<file path="src/rtl/core/ile_pkg.sv">
// types, constants and codes for the indexed list engine
// used by the top level and the checker; depends on nothing
package ile_pkg;

  localparam int CAPACITY   = 64;
  localparam int DATA_WIDTH = 32;
  localparam int IDX_W      = $clog2(CAPACITY);
  localparam int CNT_W      = $clog2(CAPACITY + 1);

  // operation codes carried in the mode field
  typedef enum logic [3:0] {
    M_PUSH_BACK  = 4'd0,
    M_PUSH_FRONT = 4'd1,
    M_INSERT     = 4'd2,
    M_POP_BACK   = 4'd3,
    M_POP_FRONT  = 4'd4,
    M_REMOVE     = 4'd5,
    M_REPLACE    = 4'd6,
    M_SWAP       = 4'd7,
    M_READ       = 4'd8
  } mode_t;

  // result status codes
  typedef enum logic [1:0] {
    ST_OK    = 2'd0,
    ST_RANGE = 2'd1,
    ST_EMPTY = 2'd2,
    ST_FULL  = 2'd3
  } status_t;

  // sequencer states
  typedef enum logic [3:0] {
    S_IDLE,
    S_UP,
    S_PUT,
    S_DN,
    S_RDW,
    S_SWA,
    S_SWB,
    S_SWC,
    S_RESP
  } state_t;

  typedef struct packed {
    logic [3:0]         mode;
    logic [6:0]         index;
    logic [5:0]         second_index;
    logic signed [31:0] value;
  } in_word_t;

  typedef struct packed {
    logic signed [31:0] read_value;
    logic [1:0]         status;
    logic [6:0]         count;
  } out_word_t;

endpackage

</file>
<file path="src/rtl/core/ile_ram.sv">
// entry memory: one write port, one read port with registered read data
// generic; no package dependency
module ile_ram #(
  parameter int DEPTH = 64,
  parameter int WIDTH = 32,
  parameter int AW    = $clog2(DEPTH)
) (
  input  logic             clk,
  input  logic             wr_en,
  input  logic [AW-1:0]    wr_addr,
  input  logic [WIDTH-1:0] wr_data,
  input  logic             rd_en,
  input  logic [AW-1:0]    rd_addr,
  output logic [WIDTH-1:0] rd_data
);

  logic [WIDTH-1:0] mem_r [DEPTH];
  logic [WIDTH-1:0] rd_data_r;

  // write port
  always_ff @(posedge clk) begin
    if (wr_en) begin
      mem_r[wr_addr] <= wr_data;
    end
  end

  // read port, data holds while not enabled
  always_ff @(posedge clk) begin
    if (rd_en) begin
      rd_data_r <= mem_r[rd_addr];
    end
  end

  assign rd_data = rd_data_r;

endmodule

</file>
<file path="src/rtl/core/indexed_list_engine_core.sv">
// top level of the indexed list engine: command sequencer and output register
// depends on ile_pkg and ile_ram
//
// Bounded ordered list of up to 64 words kept in one entry memory with one
// read and one write port. One command word is worked on at a time, and each
// gives one result word holding the read data, a status code and the count
// after the command. Insert and push-front move entries up one place to open
// a slot; remove and pop-front move entries down one place to close one. The
// moves stream through the memory read port one entry a cycle. The result
// word becomes valid in the same cycle as the sequencer returns to idle. A
// result that waits in the output register holds the sequencer in its last
// step only when a second result is ready behind it. A new command is taken
// whenever the sequencer is idle, even while the previous result still waits
// in the output register. Entries need no clearing after reset.
module indexed_list_engine_core
  import ile_pkg::*;
(
  input  logic      clk,
  input  logic      rst_n,
  input  logic      in_valid,
  output logic      in_ready,
  input  in_word_t  in_data,
  output logic      out_valid,
  input  logic      out_ready,
  output out_word_t out_data
);

  state_t           state_r, state_nxt;
  logic [CNT_W-1:0] count_r, count_nxt;
  logic [CNT_W-1:0] ptr_r, ptr_nxt;
  logic [CNT_W-1:0] pos_r, pos_nxt;
  logic             pend_r, pend_nxt;
  logic [IDX_W-1:0] pend_addr_r, pend_addr_nxt;
  in_word_t         cmd_r, cmd_nxt;
  status_t          status_r, status_nxt;
  logic [31:0]      rv_r, rv_nxt;
  logic [DATA_WIDTH-1:0] tmp_r, tmp_nxt;
  logic             out_valid_r, out_valid_nxt;
  out_word_t        out_r, out_nxt;

  logic                  wr_en, rd_en;
  logic [IDX_W-1:0]      wr_addr, rd_addr;
  logic [DATA_WIDTH-1:0] wr_data, rd_data;

  logic             full;
  logic [CNT_W-1:0] ptr_inc, ptr_dec;

  assign full    = (count_r == CNT_W'(CAPACITY));
  assign ptr_inc = ptr_r + CNT_W'(1);
  assign ptr_dec = ptr_r - CNT_W'(1);

  ile_ram #(
    .DEPTH (CAPACITY),
    .WIDTH (DATA_WIDTH)
  ) u_ram (
    .clk     (clk),
    .wr_en   (wr_en),
    .wr_addr (wr_addr),
    .wr_data (wr_data),
    .rd_en   (rd_en),
    .rd_addr (rd_addr),
    .rd_data (rd_data)
  );

  // control registers
  always_ff @(posedge clk) begin
    if (!rst_n) begin
      state_r     <= S_IDLE;
      count_r     <= '0;
      pend_r      <= 1'b0;
      out_valid_r <= 1'b0;
    end else begin
      state_r     <= state_nxt;
      count_r     <= count_nxt;
      pend_r      <= pend_nxt;
      out_valid_r <= out_valid_nxt;
    end
  end

  // payload registers
  always_ff @(posedge clk) begin
    ptr_r       <= ptr_nxt;
    pos_r       <= pos_nxt;
    pend_addr_r <= pend_addr_nxt;
    cmd_r       <= cmd_nxt;
    status_r    <= status_nxt;
    rv_r        <= rv_nxt;
    tmp_r       <= tmp_nxt;
    out_r       <= out_nxt;
  end

  // sequencer
  always_comb begin
    state_nxt     = state_r;
    count_nxt     = count_r;
    ptr_nxt       = ptr_r;
    pos_nxt       = pos_r;
    pend_nxt      = pend_r;
    pend_addr_nxt = pend_addr_r;
    cmd_nxt       = cmd_r;
    status_nxt    = status_r;
    rv_nxt        = rv_r;
    tmp_nxt       = tmp_r;
    out_nxt       = out_r;
    out_valid_nxt = out_valid_r && !out_ready;
    wr_en         = 1'b0;
    wr_addr       = '0;
    wr_data       = '0;
    rd_en         = 1'b0;
    rd_addr       = '0;
    in_ready      = (state_r == S_IDLE);

    unique case (state_r)
      S_IDLE: begin
        if (in_valid) begin
          cmd_nxt    = in_data;
          status_nxt = ST_OK;
          rv_nxt     = '0;
          pend_nxt   = 1'b0;
          state_nxt  = S_RESP;
          unique case (mode_t'(in_data.mode))
            M_PUSH_BACK: begin
              if (full) begin
                status_nxt = ST_FULL;
              end else begin
                ptr_nxt   = count_r;
                pos_nxt   = count_r;
                state_nxt = S_UP;
              end
            end
            M_PUSH_FRONT: begin
              if (full) begin
                status_nxt = ST_FULL;
              end else begin
                ptr_nxt   = count_r;
                pos_nxt   = '0;
                state_nxt = S_UP;
              end
            end
            M_INSERT: begin
              if (in_data.index > count_r) begin
                status_nxt = ST_RANGE;
              end else if (full) begin
                status_nxt = ST_FULL;
              end else begin
                ptr_nxt   = count_r;
                pos_nxt   = in_data.index;
                state_nxt = S_UP;
              end
            end
            M_POP_BACK: begin
              if (count_r == '0) begin
                status_nxt = ST_EMPTY;
              end else begin
                count_nxt = count_r - CNT_W'(1);
              end
            end
            M_POP_FRONT: begin
              if (count_r == '0) begin
                status_nxt = ST_EMPTY;
              end else begin
                ptr_nxt   = '0;
                state_nxt = S_DN;
              end
            end
            M_REMOVE: begin
              if (in_data.index >= count_r) begin
                status_nxt = ST_RANGE;
              end else begin
                ptr_nxt   = in_data.index;
                state_nxt = S_DN;
              end
            end
            M_REPLACE: begin
              if (in_data.index >= count_r) begin
                status_nxt = ST_RANGE;
              end else begin
                wr_en   = 1'b1;
                wr_addr = in_data.index[IDX_W-1:0];
                wr_data = DATA_WIDTH'(in_data.value);
              end
            end
            M_SWAP: begin
              if (in_data.index >= count_r ||
                  {1'b0, in_data.second_index} >= count_r) begin
                status_nxt = ST_RANGE;
              end else begin
                rd_en     = 1'b1;
                rd_addr   = in_data.index[IDX_W-1:0];
                state_nxt = S_SWA;
              end
            end
            M_READ: begin
              if (in_data.index >= count_r) begin
                status_nxt = ST_RANGE;
                rv_nxt     = '1;
              end else begin
                rd_en     = 1'b1;
                rd_addr   = in_data.index[IDX_W-1:0];
                state_nxt = S_RDW;
              end
            end
            default: begin
              status_nxt = ST_OK;
            end
          endcase
        end
      end

      // move entries up one place, reading ahead of the write
      S_UP: begin
        if (pend_r) begin
          wr_en   = 1'b1;
          wr_addr = pend_addr_r;
          wr_data = rd_data;
        end
        if (ptr_r > pos_r) begin
          rd_en         = 1'b1;
          rd_addr       = ptr_dec[IDX_W-1:0];
          pend_nxt      = 1'b1;
          pend_addr_nxt = ptr_r[IDX_W-1:0];
          ptr_nxt       = ptr_dec;
        end else begin
          pend_nxt  = 1'b0;
          state_nxt = S_PUT;
        end
      end

      // store the new word in the opened slot
      S_PUT: begin
        wr_en     = 1'b1;
        wr_addr   = pos_r[IDX_W-1:0];
        wr_data   = DATA_WIDTH'(cmd_r.value);
        count_nxt = count_r + CNT_W'(1);
        state_nxt = S_RESP;
      end

      // move entries down one place over the closed slot
      S_DN: begin
        if (pend_r) begin
          wr_en   = 1'b1;
          wr_addr = pend_addr_r;
          wr_data = rd_data;
        end
        if (ptr_inc < count_r) begin
          rd_en         = 1'b1;
          rd_addr       = ptr_inc[IDX_W-1:0];
          pend_nxt      = 1'b1;
          pend_addr_nxt = ptr_r[IDX_W-1:0];
          ptr_nxt       = ptr_inc;
        end else begin
          pend_nxt  = 1'b0;
          count_nxt = count_r - CNT_W'(1);
          state_nxt = S_RESP;
        end
      end

      // read data arrives
      S_RDW: begin
        rv_nxt    = 32'(rd_data);
        state_nxt = S_RESP;
      end

      // swap: hold first word, fetch second
      S_SWA: begin
        tmp_nxt   = rd_data;
        rd_en     = 1'b1;
        rd_addr   = cmd_r.second_index[IDX_W-1:0];
        state_nxt = S_SWB;
      end

      S_SWB: begin
        wr_en     = 1'b1;
        wr_addr   = cmd_r.index[IDX_W-1:0];
        wr_data   = rd_data;
        state_nxt = S_SWC;
      end

      S_SWC: begin
        wr_en     = 1'b1;
        wr_addr   = cmd_r.second_index[IDX_W-1:0];
        wr_data   = tmp_r;
        state_nxt = S_RESP;
      end

      // load the output register once it is free
      S_RESP: begin
        if (!out_valid_r || out_ready) begin
          out_nxt.read_value = rv_r;
          out_nxt.status     = status_r;
          out_nxt.count      = count_r;
          out_valid_nxt      = 1'b1;
          state_nxt          = S_IDLE;
        end
      end

      default: begin
        state_nxt = S_IDLE;
      end
    endcase
  end

  assign out_valid = out_valid_r;
  assign out_data  = out_r;

endmodule

</file>
<file path="config.mk">
export PLATFORM = sky130hd
export DESIGN_NAME = indexed_list_engine_core
export DESIGN_NICKNAME = d
export VERILOG_FILES = /design/src/rtl/core/ile_pkg.sv /design/src/rtl/core/ile_ram.sv /design/src/rtl/core/indexed_list_engine_core.sv
export SDC_FILE = /design/constraint.sdc
export NUM_CORES = 2
export LEC_CHECK = 0
export BUFFER_PORTS_ARGS = -buffer_cell sky130_fd_sc_hd__buf_2
export CAP_MARGIN = 30
export CORE_MARGIN = 2
export CORE_UTILIZATION = 63
export CTS_BUF_LIST = sky130_fd_sc_hd__clkbuf_8
export CTS_CLUSTER_DIAMETER = 100
export DETAILED_ROUTE_END_ITERATION = 6
export PLACE_DENSITY_LB_ADDON = 0.08
export SLEW_MARGIN = 20
export SYNTH_ARGS = -nofsm -noshare
export SYNTH_HDL_FRONTEND = slang
export SYNTH_SLANG_ARGS = --single-unit
</file>
<file path="constraint.sdc">
create_clock -name clk -period 6.44 [get_ports clk]
set_input_delay 1.288 -clock clk [delete_from_list [all_inputs] [get_ports clk]]
set_output_delay 1.288 -clock clk [all_outputs]
set_load 0.02 [all_outputs]
</file>
==> flow_results.xml <==
<?xml version="1.0" encoding="UTF-8"?>
<metrics>
  <group name="run_status">
    <metric name="run_status" unit="">finished clean</metric>
  </group>
  <group name="placed_design">
    <metric name="port_buffers" unit="">95</metric>
    <metric name="placed_cells_incl_taps" unit="">7629</metric>
    <metric name="worst_slack_at_placement" unit="ps">416</metric>
    <metric name="rd_place_congestion" unit="">0.924</metric>
    <metric name="dp.final_hpwl" unit="mm">156</metric>
  </group>
  <group name="floorplanning">
    <metric name="rows" unit="">138</metric>
    <metric name="die_x" unit="um">381</metric>
    <metric name="die_h" unit="um">381</metric>
    <metric name="io_pins" unit="">96</metric>
    <metric name="core-area" unit="um2">141000</metric>
    <metric name="die-area" unit="um2">146000</metric>
    <metric name="initial_core_util" unit="">0.635</metric>
  </group>
  <group name="clocking">
    <metric name="htree_levels" unit="">5</metric>
    <metric name="cts_tree" unit="">built</metric>
    <metric name="clock_sink_count" unit="">2264</metric>
    <metric name="cts-buffers-inserted" unit="">365</metric>
    <metric name="clkTransAtPathRegs" unit="ps">70</metric>
    <metric name="cts_resized" unit="">0</metric>
    <metric name="cts-hold-fix-buffers" unit="">0</metric>
    <metric name="cts-root-to-sink-buffers" unit="">4</metric>
    <metric name="cts-root-buf" unit="">clkbuf_8</metric>
    <metric name="post_cts_setup_driven_buffer_insertion_count" unit="">0</metric>
    <metric name="insertion_delay" unit="ps">1060</metric>
  </group>
  <group name="sta">
    <metric name="rsz0062_at_grt" unit="">no</metric>
    <metric name="timing.final.crit_share" unit="">0.915</metric>
    <metric name="worst_slew_margin_rel" unit="">0.247</metric>
    <metric name="total_count_of_max_transition_violations_in_the_final_report" unit="">0</metric>
    <metric name="finalHoldViolCount" unit="">0</metric>
    <metric name="setup_tns" unit="ps">0</metric>
    <metric name="fin_ws" unit="ps">548</metric>
    <metric name="finalSetupViolCount" unit="">0</metric>
    <metric name="max_freq" unit="GHz">0.170</metric>
    <metric name="fin_crit" unit="ps">5890</metric>
    <metric name="clock_skew" unit="ps">68.5</metric>
    <metric name="tightestPinTransition" unit="ps">1120</metric>
  </group>
  <group name="synthesis">
    <metric name="ys_ff_latch" unit="">2264</metric>
    <metric name="syn_inst" unit="">5694</metric>
    <metric name="synth_top_flop_cell" unit="">edfxtp_1</metric>
    <metric name="syn_area" unit="um2">89800</metric>
    <metric name="synth-edff-count" unit="">2251</metric>
    <metric name="synth_warnings" unit="">0</metric>
    <metric name="yosysUniqueCellTypes" unit="">84</metric>
    <metric name="synthArstFlopShare" unit="">0</metric>
    <metric name="syn-mean-instance-area" unit="um2">15.8</metric>
    <metric name="ys_seq_area_frac" unit="">0.756</metric>
    <metric name="synth.net_count" unit="">5781</metric>
  </group>
  <group name="worst_setup_path">
    <metric name="worst_setup_path_start_kind" unit="">flop</metric>
    <metric name="max_fanout_on_critical_path" unit="">58</metric>
    <metric name="worstSetupPathType" unit="">reg2reg</metric>
    <metric name="worst-r2r-cell-count" unit="">17</metric>
    <metric name="crit-reg2reg-launch" unit="">ptr_r[0]</metric>
    <metric name="regToRegEndpoint" unit="">u_ram.rd_data[7]</metric>
    <metric name="r2r_setup_slack" unit="ps">550</metric>
    <metric name="timing.critical_path.arrival" unit="ps">6620</metric>
    <metric name="critical_path_sink_type" unit="">flop</metric>
    <metric name="worstPathRequired" unit="ps">7170</metric>
  </group>
  <group name="layout">
    <metric name="area_growth" unit="%">13.5</metric>
    <metric name="layout-drive-gt1-share" unit="">0.169</metric>
    <metric name="fill_cells" unit="">8863</metric>
    <metric name="design.final.nets" unit="">6199</metric>
    <metric name="stdcell_count" unit="">8250</metric>
    <metric name="layout_commonest_cell" unit="">edfxtp_1</metric>
    <metric name="mostFrequentLayoutCells" unit="">edfxtp_1 (2251), a211oi_1 (503), nand2_1 (492)</metric>
    <metric name="finalCoreUtilization" unit="">0.720</metric>
  </group>
  <group name="global_routing">
    <metric name="via_count_of_the_first_global_routing_pass" unit="">55500</metric>
    <metric name="grt-busiest-layer" unit="">met2</metric>
    <metric name="groute.usage.overall" unit="">0.372</metric>
    <metric name="use_met2" unit="">0.557</metric>
    <metric name="globalRouteMet1Util" unit="">0.516</metric>
    <metric name="grt_start_max_net_pins" unit="">115</metric>
    <metric name="grt_first_pass_wirelength" unit="mm">389</metric>
    <metric name="grt_antenna_before_repair" unit="">17</metric>
    <metric name="grt.met3_usage" unit="">0.0922</metric>
    <metric name="overflow_left_after_global_routing" unit="">0</metric>
  </group>
  <group name="power_and_ir_drop">
    <metric name="power.density_cell_area" unit="nW/um2">273</metric>
    <metric name="irDropWorstVdd" unit="mV">0.212</metric>
    <metric name="leakagePower" unit="nW">37.1</metric>
    <metric name="report.power.total" unit="mW">27.9</metric>
  </group>
  <group name="route">
    <metric name="vias" unit="">57600</metric>
    <metric name="drt-total-wl" unit="mm">272</metric>
    <metric name="drc" unit="">0</metric>
    <metric name="drt.antenna.violating_nets" unit="">0</metric>
    <metric name="detail_route.iter0.violations" unit="">8559</metric>
    <metric name="post_drt_via_cell_ratio" unit="">6.98</metric>
    <metric name="drt-wirelength-per-cell" unit="um">33.0</metric>
    <metric name="detail_route.first_pass.iterations" unit="">7</metric>
  </group>
  <group name="job">
    <metric name="maxCapViolCount" unit="">0</metric>
  </group>
  <group name="hold_path">
    <metric name="hold_path_startpoint" unit="">rv_r[4]</metric>
    <metric name="holdCritPathClass" unit="">reg2reg</metric>
    <metric name="worstHoldEndpoint" unit="">out_data[13]</metric>
    <metric name="hold-path-cell-count" unit="">0</metric>
  </group>
</metrics>
per-layer routing:
layer	vias up	share of wire
met5	-	0.00035
met4	16	0.053
met3	751	0.14
met2	4209	0.45
met1	28800	0.36
li1	23800	-
flip-flops by register name (all words and copies together), names as in the netlist, 32 cells and up:
name and cells:
cmd_r 44, out_data 41, rv_r 32, tmp_r 32
u_ram.mem_r 2048, u_ram.rd_data 32
worst max-delay path, cell delays in order (launching register included):
cell and delay, ps:
edfxtp_1 590, ha_1 330, nand3_1 130, xor2_1 230
inv_1 70, ha_1 290, a211oi_1 100, o211a_2 320
a31oi_1 230, nand2_1 80, buf_4 210, nor2_4 430
buf_4 470, buf_4 730, mux2i_1 270, o22ai_1 120
o41ai_1 770, nand4_1 170
cell families after synthesis:
logic type	Yosys count	share of synthesized area
compound gates	1537	0.120
xor+xnor	18	0.00176
fa+ha+maj	34	0.00482
buf+inv	452	0.0218
flops	2264	0.756
mux	372	0.0415
simple gates	1017	0.0539
where the power goes:
| part | switching [mW] | total [mW] | leakage (nW) | internal [mW] |
|---|---|---|---|---|
| Combinational | 0.454 | 0.646 | 11.4 | 0.192 |
| Sequential | 0.0475 | 16.2 | 22.0 | 16.1 |
| Clock | 5.42 | 11.0 | 3.66 | 5.62 |
cell type report:
type	instances	area [um2]	area share
clock inverter	237	1140	0.0112
timing repair buffer	476	4240	0.0416
multi-input combinational	2978	21000	0.206
antenna	6	15.0	0.000147
inverter	27	106	0.00104
tap	1890	2360	0.0232
clock buffer	372	5120	0.0503
sequential	2264	67900	0.666
through the flow:
step	instance area, um2	hold WS [ps]
6_report	102000	401
5_1_grt	102000	393
4_1_cts	102000	368
3_5_place_dp	95500	405
3_3_place_gp	95100	401
2_1_floorplan	89800	400
Yosys cell counts (3+ instances only):
cell / number / share of area
a21o_1: 45 / 0.0038
nand4_1: 35 / 0.0024
o21bai_1: 3 / 0.00025
nand2b_1: 4 / 0.00028
a211o_1: 3 / 0.00029
a221oi_1: 131 / 0.013
clkbuf_1: 246 / 0.010
nor3_1: 13 / 0.00072
a31oi_1: 10 / 0.00070
a211oi_1: 503 / 0.042
a311oi_1: 10 / 0.00098
o21ai_0: 51 / 0.0028
dfxtp_1: 13 / 0.0029
buf_4: 12 / 0.0010
o41ai_1: 128 / 0.012
a21boi_0: 7 / 0.00059
a32oi_1: 11 / 0.0011
a22oi_1: 5 / 0.00042
o22ai_1: 120 / 0.0084
o21a_1: 4 / 0.00033
buf_1: 18 / 0.00075
and2_1: 6 / 0.00042
mux2i_1: 371 / 0.041
buf_2: 144 / 0.0080
edfxtp_1: 2251 / 0.75
buf_6: 4 / 0.00050
nand3_1: 9 / 0.00050
nand2_2: 7 / 0.00049
nor2_1: 105 / 0.0044
and3_1: 264 / 0.018
a22o_1: 12 / 0.0012
o32ai_1: 10 / 0.00098
nor2b_1: 12 / 0.00084
nor3b_1: 7 / 0.00059
a222oi_1: 32 / 0.0036
xnor2_1: 10 / 0.00098
o211ai_1: 9 / 0.00075
inv_1: 24 / 0.0010
or2_2: 7 / 0.00049
o211ai_2: 3 / 0.00042
nand2_1: 528 / 0.022
ha_1: 33 / 0.0046
a21oi_1: 414 / 0.023
xor2_1: 8 / 0.00078
worst max-delay path by stage:
stage,start,to,slack (ps),cells past startpoint
after floorplan,in_data[38],u_ram.rd_data[0],660,10
after global placement,in_data[45],u_ram.rd_data[12],-620,12
after detailed placement,in_data[43],u_ram.rd_data[3],420,13
after CTS,ptr_r[0],u_ram.rd_data[3],630,17
after global routing,ptr_r[0],u_ram.rd_data[7],290,17
final,ptr_r[0],u_ram.rd_data[7],550,17
Power figures use the tool's default switching activity.
